<file path="src/design/pbrs_pkg.sv">
// shared types, sizes and operation codes for the priority bitmap ready scheduler
`timescale 1ns / 1ps
`default_nettype none

package pbrs_pkg;

  // sizes of the thread table and the level table
  localparam int THREAD_COUNT    = 32;
  localparam int PRIORITY_LEVELS = 32;
  localparam int TID_W           = 5;
  localparam int LVL_W           = 5;

  // operation codes carried in the mode field
  localparam logic [1:0] MODE_INSERT = 2'd0;
  localparam logic [1:0] MODE_REMOVE = 2'd1;
  localparam logic [1:0] MODE_MOVE   = 2'd2;

  // one operation as held in the input register
  typedef struct packed {
    logic [1:0]       mode;
    logic [TID_W-1:0] thread_id;
    logic [LVL_W-1:0] priority_req;
  } pbrs_cmd_t;

  // one result as held in the output register
  typedef struct packed {
    logic             op_error;
    logic [LVL_W-1:0] highest_priority;
    logic [TID_W-1:0] highest_thread;
    logic             highest_valid;
  } pbrs_res_t;

  // lowest set bit of one byte
  function automatic logic [2:0] ffs8(input logic [7:0] b);
    logic [2:0] idx;
    idx = 3'd0;
    for (int i = 7; i >= 0; i--) begin
      if (b[i]) idx = 3'(i);
    end
    return idx;
  endfunction

endpackage

`default_nettype wire

</file>
<file path="src/design/pbrs_ffs.sv">
// find-first-set over the ready bitmap, done as byte encoders plus a byte select
`timescale 1ns / 1ps
`default_nettype none

module pbrs_ffs
  import pbrs_pkg::*;
(
  input  wire logic [PRIORITY_LEVELS-1:0] bitmap_i,
  output logic                            any_o,
  output logic [LVL_W-1:0]                first_o
);

  localparam int GROUPS = PRIORITY_LEVELS / 8;
  localparam int GRP_W  = LVL_W - 3;

  logic [GROUPS-1:0] grp_any;
  logic [2:0]        grp_idx [GROUPS];
  logic [GRP_W-1:0]  sel;

  // per byte: any bit set and its lowest set bit
  always_comb begin
    for (int g = 0; g < GROUPS; g++) begin
      grp_any[g] = |bitmap_i[g*8 +: 8];
      grp_idx[g] = ffs8(bitmap_i[g*8 +: 8]);
    end
  end

  // pick the lowest byte that has a bit set
  always_comb begin
    sel = '0;
    for (int g = GROUPS - 1; g >= 0; g--) begin
      if (grp_any[g]) sel = GRP_W'(g);
    end
  end

  assign any_o   = |grp_any;
  assign first_o = any_o ? {sel, grp_idx[sel]} : '0;

endmodule

`default_nettype wire

</file>
<file path="src/design/pbrs_ready_lists.sv">
// ready bitmap, level heads and per-thread links, updated by one operation a cycle while apply_i is high
`timescale 1ns / 1ps
`default_nettype none

module pbrs_ready_lists
  import pbrs_pkg::*;
(
  input  wire logic      clk_i,
  input  wire logic      rst_ni,
  input  wire pbrs_cmd_t cmd_i,
  input  wire logic      apply_i,
  output pbrs_res_t      res_o
);

  logic [PRIORITY_LEVELS-1:0] bitmap_q, bitmap_d;
  logic [TID_W-1:0]           head_q   [PRIORITY_LEVELS];
  logic [TID_W-1:0]           head_d   [PRIORITY_LEVELS];
  logic [THREAD_COUNT-1:0]    ready_q, ready_d;
  logic [TID_W-1:0]           next_q   [THREAD_COUNT];
  logic [TID_W-1:0]           next_d   [THREAD_COUNT];
  logic [TID_W-1:0]           prev_q   [THREAD_COUNT];
  logic [TID_W-1:0]           prev_d   [THREAD_COUNT];
  logic [LVL_W-1:0]           level_q  [THREAD_COUNT];
  logic [LVL_W-1:0]           level_d  [THREAD_COUNT];

  logic             err;
  logic             any_ready;
  logic [LVL_W-1:0] best_lvl;

  // apply the operation: unlink from the old level, then append at the new tail
  always_comb begin
    logic [TID_W-1:0] t, n, p, h, tl;
    logic [LVL_W-1:0] l, ul;
    logic             tid_bad, lvl_bad, do_unlink, do_append;
    t  = cmd_i.thread_id;
    l  = cmd_i.priority_req;
    bitmap_d = bitmap_q;
    head_d   = head_q;
    ready_d  = ready_q;
    next_d   = next_q;
    prev_d   = prev_q;
    level_d  = level_q;
    tid_bad  = ({1'b0, t} >= (TID_W+1)'(THREAD_COUNT));
    lvl_bad  = ({1'b0, l} >= (LVL_W+1)'(PRIORITY_LEVELS));
    do_unlink = 1'b0;
    do_append = 1'b0;
    err       = 1'b0;
    if (tid_bad) begin
      err = 1'b1;
    end else begin
      case (cmd_i.mode)
        MODE_INSERT: begin
          err       = ready_q[t] | lvl_bad;
          do_append = ~err;
        end
        MODE_REMOVE: begin
          err       = ~ready_q[t];
          do_unlink = ~err;
        end
        MODE_MOVE: begin
          err       = ~ready_q[t] | lvl_bad;
          do_unlink = ~err;
          do_append = ~err;
        end
        default: err = 1'b1;
      endcase
    end

    // unlink from the stored level
    ul = level_q[t];
    n  = next_q[t];
    p  = prev_q[t];
    if (do_unlink) begin
      if (n == t) begin
        head_d[ul]   = '0;
        bitmap_d[ul] = 1'b0;
      end else begin
        next_d[p] = n;
        prev_d[n] = p;
        if (head_q[ul] == t) head_d[ul] = n;
      end
      ready_d[t] = 1'b0;
    end

    // append at the tail, on the state left by the unlink
    h  = head_d[l];
    tl = prev_d[h];
    if (do_append) begin
      if (!bitmap_d[l]) begin
        head_d[l]   = t;
        next_d[t]   = t;
        prev_d[t]   = t;
        bitmap_d[l] = 1'b1;
      end else begin
        next_d[t]  = h;
        prev_d[t]  = tl;
        next_d[tl] = t;
        prev_d[h]  = t;
      end
      level_d[t] = l;
      ready_d[t] = 1'b1;
    end
  end

  // most urgent nonempty level after the operation
  pbrs_ffs u_ffs (
    .bitmap_i (bitmap_d),
    .any_o    (any_ready),
    .first_o  (best_lvl)
  );

  assign res_o.highest_valid    = any_ready;
  assign res_o.highest_thread   = any_ready ? head_d[best_lvl] : '0;
  assign res_o.highest_priority = best_lvl;
  assign res_o.op_error         = err;

  // control state: bitmap, heads and ready flags
  always_ff @(posedge clk_i or negedge rst_ni) begin
    if (!rst_ni) begin
      bitmap_q <= '0;
      ready_q  <= '0;
      for (int i = 0; i < PRIORITY_LEVELS; i++) head_q[i] <= '0;
    end else if (apply_i) begin
      bitmap_q <= bitmap_d;
      ready_q  <= ready_d;
      head_q   <= head_d;
    end
  end

  // link and level tables, read only for ready threads
  always_ff @(posedge clk_i) begin
    if (apply_i) begin
      next_q  <= next_d;
      prev_q  <= prev_d;
      level_q <= level_d;
    end
  end

endmodule

`default_nettype wire

</file>
<file path="src/design/priority_bitmap_ready_scheduler.sv">
// top level: input register, ready list update and result register
// path: an accepted transaction waits in the input register and moves to the result register when advance is high
// throughput: one operation per cycle while the result side does not stall; the list update
// and the 32-bit find-first-set that follows it are combinational between the two registers
// reset: all levels empty and no thread ready; both registers empty
`timescale 1ns / 1ps
`default_nettype none

module priority_bitmap_ready_scheduler
  import pbrs_pkg::*;
(
  input  wire logic        clk_i,
  input  wire logic        rst_ni,
  input  wire logic        s_axis_tvalid_i,
  output logic             s_axis_tready_o,
  // [1:0] mode, [6:2] thread_id, [11:7] priority_req, [15:12] zero
  input  wire logic [15:0] s_axis_tdata_i,
  output logic             m_axis_tvalid_o,
  input  wire logic        m_axis_tready_i,
  // [0] highest_valid, [5:1] highest_thread, [10:6] highest_priority,
  // [11] op_error, [15:12] zero
  output logic [15:0]      m_axis_tdata_o
);

  logic      in_valid_q;
  pbrs_cmd_t cmd_q;
  logic      out_valid_q;
  pbrs_res_t res_q, res_d;
  logic      advance;

  assign advance         = in_valid_q & (~out_valid_q | m_axis_tready_i);
  assign s_axis_tready_o = ~in_valid_q | advance;

  // input register
  always_ff @(posedge clk_i or negedge rst_ni) begin
    if (!rst_ni) begin
      in_valid_q <= 1'b0;
    end else if (s_axis_tready_o) begin
      in_valid_q <= s_axis_tvalid_i;
    end
  end

  always_ff @(posedge clk_i) begin
    if (s_axis_tready_o && s_axis_tvalid_i) begin
      cmd_q.mode         <= s_axis_tdata_i[1:0];
      cmd_q.thread_id    <= s_axis_tdata_i[6:2];
      cmd_q.priority_req <= s_axis_tdata_i[11:7];
    end
  end

  // list state and result logic
  pbrs_ready_lists u_lists (
    .clk_i   (clk_i),
    .rst_ni  (rst_ni),
    .cmd_i   (cmd_q),
    .apply_i (advance),
    .res_o   (res_d)
  );

  // result register
  always_ff @(posedge clk_i or negedge rst_ni) begin
    if (!rst_ni) begin
      out_valid_q <= 1'b0;
    end else if (advance) begin
      out_valid_q <= 1'b1;
    end else if (m_axis_tready_i) begin
      out_valid_q <= 1'b0;
    end
  end

  always_ff @(posedge clk_i) begin
    if (advance) res_q <= res_d;
  end

  assign m_axis_tvalid_o = out_valid_q;
  assign m_axis_tdata_o  = {4'b0000, res_q.op_error, res_q.highest_priority,
                            res_q.highest_thread, res_q.highest_valid};

endmodule

`default_nettype wire

</file>
<file path="config.mk">
export PLATFORM = sky130hd
export DESIGN_NAME = priority_bitmap_ready_scheduler
export DESIGN_NICKNAME = d
export VERILOG_FILES = /design/src/design/pbrs_pkg.sv /design/src/design/pbrs_ffs.sv /design/src/design/pbrs_ready_lists.sv /design/src/design/priority_bitmap_ready_scheduler.sv
export SDC_FILE = /design/constraint.sdc
export NUM_CORES = 2
export LEC_CHECK = 0
export ABC_AREA = 1
export ABC_CLOCK_PERIOD_IN_PS = 13800
export BUFFER_PORTS_ARGS = -buffer_cell sky130_fd_sc_hd__buf_4
export CAP_MARGIN = 40
export CELL_PAD_IN_SITES_DETAIL_PLACEMENT = 1
export CELL_PAD_IN_SITES_GLOBAL_PLACEMENT = 2
export CORE_MARGIN = 10
export CORE_UTILIZATION = 36
export CTS_CLUSTER_SIZE = 40
export DETAILED_ROUTE_END_ITERATION = 10
export MAX_ROUTING_LAYER = met4
export PLACE_DENSITY_LB_ADDON = 0.1
export SLEW_MARGIN = 15
export SYNTH_ARGS = -nofsm -noshare
export SYNTH_HDL_FRONTEND = slang
export SYNTH_SLANG_ARGS = --single-unit
</file>
<file path="constraint.sdc">
create_clock -name clk_i -period 13.8 [get_ports clk_i]
set_clock_uncertainty 0.1 [all_clocks]
set_input_delay 0.69 -clock clk_i [delete_from_list [all_inputs] [get_ports clk_i]]
set_output_delay 0.69 -clock clk_i [all_outputs]
set_load 0.005 [all_outputs]
</file>
==> impl_metrics.env <==
export IMPL_cp_buffers_inverters=8
export IMPL_dieArea_um2=189000
export IMPL_path_clk_slew_ns=0.06
export IMPL_detailedRoute_firstIterationViolations=8536
export IMPL_setup_viol=0
export IMPL_power_frac_seq_pct=24.4
export IMPL_setup_tns_ns=0
export IMPL_final_fill_count=22400
export IMPL_rows=152
export IMPL_maxSlewViolCount=0
export IMPL_clock_tree_buffer_depth=3
export IMPL_cp_end_kind="flip-flop"
export IMPL_number_of_drc_violations_after_detailed_routing=0
export IMPL_grt_first_pass_wirelength_um=504000
export IMPL_rsz0062_at_grt="no"
export IMPL_clk_latency_ns=0.80
export IMPL_synth_ff_type="sky130_fd_sc_hd__edfxtp_1"
export IMPL_core_area_um2=171000
export IMPL_power_report_internal_total_w=0.00647
export IMPL_vias_per_cell=6.04
export IMPL_power_density_nw_per_um2=195
export IMPL_global_route_usage_total_pct=36.5
export IMPL_crit_required_ns=14.23
export IMPL_maxCapViolCount=0
export IMPL_async_reset_ff_share_pct=31.0
export IMPL_net_switching_power_w=0.00702
export IMPL_switching_share_pct=52.1
export IMPL_yosys_cell_types_count=51
export IMPL_worst_hold_path_type="in2reg"
export IMPL_worst_hold_slack_ns=0.165
export IMPL_max_slew_headroom_pct=29.6
export IMPL_floorplan_initialDensity_pct=36.1
export IMPL_drt_wirelength_per_cell_um=29.0
export IMPL_finalWorstSetupSlack_ns=2.27
export IMPL_ir_worst_vdd_mv=0.188
export IMPL_clock_power_share_pct=20.1
export IMPL_synth_seq_area_share_pct=33.6
export IMPL_crit_path_start_kind="flip-flop"
export IMPL_postSynthRegisterBits=730
export IMPL_arrival_ns=11.96
export IMPL_overflow=0
export IMPL_clock_root_buffer="sky130_fd_sc_hd__clkbuf_16"
export IMPL_avgSynthCellArea_um2=6.20
export IMPL_io_pins=38
export IMPL_grt_pass1_vias=71700
export IMPL_synth_area_um2=61900
export IMPL_cts_made_buffers=99
export IMPL_tightest_slew_ns=1.06
export IMPL_cpMostUsedCell="sky130_fd_sc_hd__nand2_1"
export IMPL_die_h_um=435
export IMPL_layout_min_cycle_time_ns=11.53
export IMPL_setup_worst_path_class="reg2reg"
export IMPL_antenna_found_initial=17
export IMPL_outcome="finished, final reports clean"
export IMPL_pre_cts_ws_ns=2.77
export IMPL_synthToLayoutAreaGrowth_pct=11.5
export IMPL_share_comb_of_total_power_pct=55.5
export IMPL_place_congestion=0.964
export IMPL_dp_hpwl_um=236000
export IMPL_cts_htree_levels=3
export IMPL_cts_sinks=730
export IMPL_placement_io_buffers=29
export IMPL_detail_route_antenna_nets=0
export IMPL_dr_pass1_iters=6
export IMPL_synth_warnings=0
export IMPL_number_of_flops_mapped_to_enable_cells_by_yosys=504
export IMPL_postCtsSetupBuffers=0
export IMPL_crit_path_max_fanout=43
export IMPL_critPathMaxStageDelay_ns=0.81
export IMPL_cts_resized=0
export IMPL_crit_path_top_delay_cell="sky130_fd_sc_hd__clkinv_2"
export IMPL_layout_drive_gt1_share_pct=6.42
export IMPL_leakage_nw=32.2
export IMPL_cts_tree="built"
export IMPL_routed_via_count=73800
export IMPL_final_min_period_over_clock_period_pct=83.6
export IMPL_max_clock_freq_ghz=0.0867
export IMPL_num_nets_final=9813
export IMPL_hold_buffers=13
export IMPL_die_w_um=435
export IMPL_grt_max_degree=183
export IMPL_hold_viol_final=0
export IMPL_path_delay_family="simple AND/OR/NAND/NOR gates"
export IMPL_reg2reg_slack_ns=2.27
export IMPL_syn_inst=9994
export IMPL_post_detailed_routing_wire_length_um=353000
## kinds of logic (layout without fill, tap and decap cells)
family / Yosys count / in the layout / synth area share, %
and+or+nand+nor: 5683 / 5683 / 37.9
AOI/OAI and AO/OA: 1927 / 1927 / 17.8
buffers and inverters: 1645 / 1524 / 10.6
DFF: 730 / 730 / 33.6
adders and majority gates: 3 / 3 / 0.0606
xor gates and xnor gates: 3 / 3 / 0.0424
muxes: 2 / 2 / 0.0343
other: 1 / 24 / 0.00606
## power by group through the flow
stage | clock, W | sequential (W) | combinational [W]
floorplan | 0 | 0.00330 | 0.00449
global placement | 0 | 0.00330 | 0.00698
detailed placement | 0 | 0.00332 | 0.00718
CTS | 0.00274 | 0.00328 | 0.00722
global route | 0.00282 | 0.00334 | 0.00801
finish | 0.00272 | 0.00329 | 0.00748
## worst paths after layout
kind | start | endpoint | depth (start not counted)
setup / recovery | cmd_q[9] | u_lists.next_q[77] | 45
hold reg to reg | u_lists.bitmap_q[17] | u_lists.bitmap_q[17] | 2
min in group asynchronous | rst_ni | u_lists.head_q[48] | 2
setup reg to reg | cmd_q[9] | u_lists.next_q[77] | 45
hold / removal | m_axis_tready_i | m_axis_tvalid_o | 4
max in group asynchronous | rst_ni | u_lists.head_q[123] | 5
## through the flow
stage	instance area, µm²	power, W	util [%]	cells
global placement	64600	0.0103	37.7	11900
CTS	68600	0.0132	40.1	12200
detailed placement	65200	0.0105	38.1	12000
finish	69000	0.0135	40.3	12200
floorplan	61900	0.00778	-	9997
global route	69000	0.0142	40.3	12200
## state kept, by name, indices dropped and copies added, names as in the netlist, named ones only
register,flops
u_lists.head_q,160
u_lists.level_q,160
u_lists.next_q,160
u_lists.prev_q,160
u_lists.bitmap_q,32
cmd_q,12
m_axis_tdata_o,12
in_valid_q,1
m_axis_tvalid_o,1
## synthesized netlist by cell type (145+ instances only)
| cell type | instances | area, µm² |
|---|---|---|
| sky130_fd_sc_hd__nand3_1 | 975 | 4880 |
| sky130_fd_sc_hd__inv_1 | 949 | 3560 |
| sky130_fd_sc_hd__edfxtp_1 | 504 | 15100 |
| sky130_fd_sc_hd__o211ai_1 | 182 | 1370 |
| sky130_fd_sc_hd__dfrtp_1 | 226 | 5660 |
| sky130_fd_sc_hd__clkbuf_1 | 405 | 1520 |
| sky130_fd_sc_hd__nor2_1 | 813 | 3050 |
| sky130_fd_sc_hd__a21oi_1 | 354 | 1770 |
| sky130_fd_sc_hd__o21ai_0 | 849 | 4250 |
| sky130_fd_sc_hd__o22ai_1 | 148 | 926 |
| sky130_fd_sc_hd__nand2_1 | 3626 | 13600 |
| sky130_fd_sc_hd__buf_2 | 145 | 726 |
## worst min-delay path, delay by kind of cell
family        cells  cell delay [ns]
simple gates      2             0.19
buf+inv           2             0.11
## routing by layer
metal | GRT usage [%] | up-vias | part of all wire, %
li1 | - | 32600 | -
met5 | - | - | 0
met2 | 54.4 | 3793 | 43
met1 | 47.0 | 36400 | 41
met3 | 7.04 | 924 | 9.5
met4 | 18.5 | 0 | 5.8
## area by class of cell
class / instances / area (µm²) / area share [%]
Antenna cell: 20 / 50.0 / 0.0725
Clock buffer: 136 / 2700 / 3.91
Clock inverter: 51 / 587 / 0.850
Inverter: 998 / 3780 / 5.47
Multi-Input combinational cell: 7622 / 34800 / 50.5
Sequential cell: 730 / 20800 / 30.1
Tap cell: 2310 / 2890 / 4.19
Timing Repair Buffer: 339 / 3400 / 4.92
## layout by cell type (no fill, tap or decap), types with 8 or more instances in the layout
cell type | synthesis | layout
sky130_fd_sc_hd__a21o_1 | 9 | 9
sky130_fd_sc_hd__a21oi_1 | 354 | 354
sky130_fd_sc_hd__a22o_1 | 9 | 9
sky130_fd_sc_hd__a22oi_1 | 61 | 61
sky130_fd_sc_hd__a31oi_1 | 82 | 82
sky130_fd_sc_hd__buf_12 | 0 | 22
sky130_fd_sc_hd__buf_16 | 0 | 23
sky130_fd_sc_hd__buf_4 | 30 | 262
sky130_fd_sc_hd__buf_8 | 0 | 12
sky130_fd_sc_hd__clkbuf_1 | 405 | 29
sky130_fd_sc_hd__clkbuf_16 | 0 | 99
sky130_fd_sc_hd__clkbuf_8 | 0 | 8
sky130_fd_sc_hd__clkinv_1 | 16 | 30
sky130_fd_sc_hd__clkinv_2 | 0 | 20
sky130_fd_sc_hd__dfrtp_1 | 226 | 226
sky130_fd_sc_hd__diode_2 | 0 | 20
sky130_fd_sc_hd__dlygate4sd3_1 | 0 | 13
sky130_fd_sc_hd__edfxtp_1 | 504 | 504
sky130_fd_sc_hd__inv_1 | 949 | 940
sky130_fd_sc_hd__inv_2 | 33 | 32
sky130_fd_sc_hd__nand2_1 | 3626 | 3618
sky130_fd_sc_hd__nand2_2 | 18 | 18
sky130_fd_sc_hd__nand2_4 | 3 | 11
sky130_fd_sc_hd__nand3_1 | 975 | 973
sky130_fd_sc_hd__nand3_2 | 29 | 29
sky130_fd_sc_hd__nand4_1 | 141 | 141
sky130_fd_sc_hd__nor2_1 | 813 | 802
sky130_fd_sc_hd__nor2_2 | 16 | 16
sky130_fd_sc_hd__nor2_4 | 10 | 21
sky130_fd_sc_hd__nor3_1 | 20 | 18
sky130_fd_sc_hd__o211ai_1 | 182 | 182
sky130_fd_sc_hd__o21a_1 | 100 | 100
sky130_fd_sc_hd__o21ai_0 | 849 | 848
sky130_fd_sc_hd__o21ai_1 | 62 | 61
sky130_fd_sc_hd__o21bai_1 | 18 | 18
sky130_fd_sc_hd__o22ai_1 | 148 | 148
sky130_fd_sc_hd__o31ai_1 | 33 | 33
No activity file was read; power rests on OpenSTA's default activity.
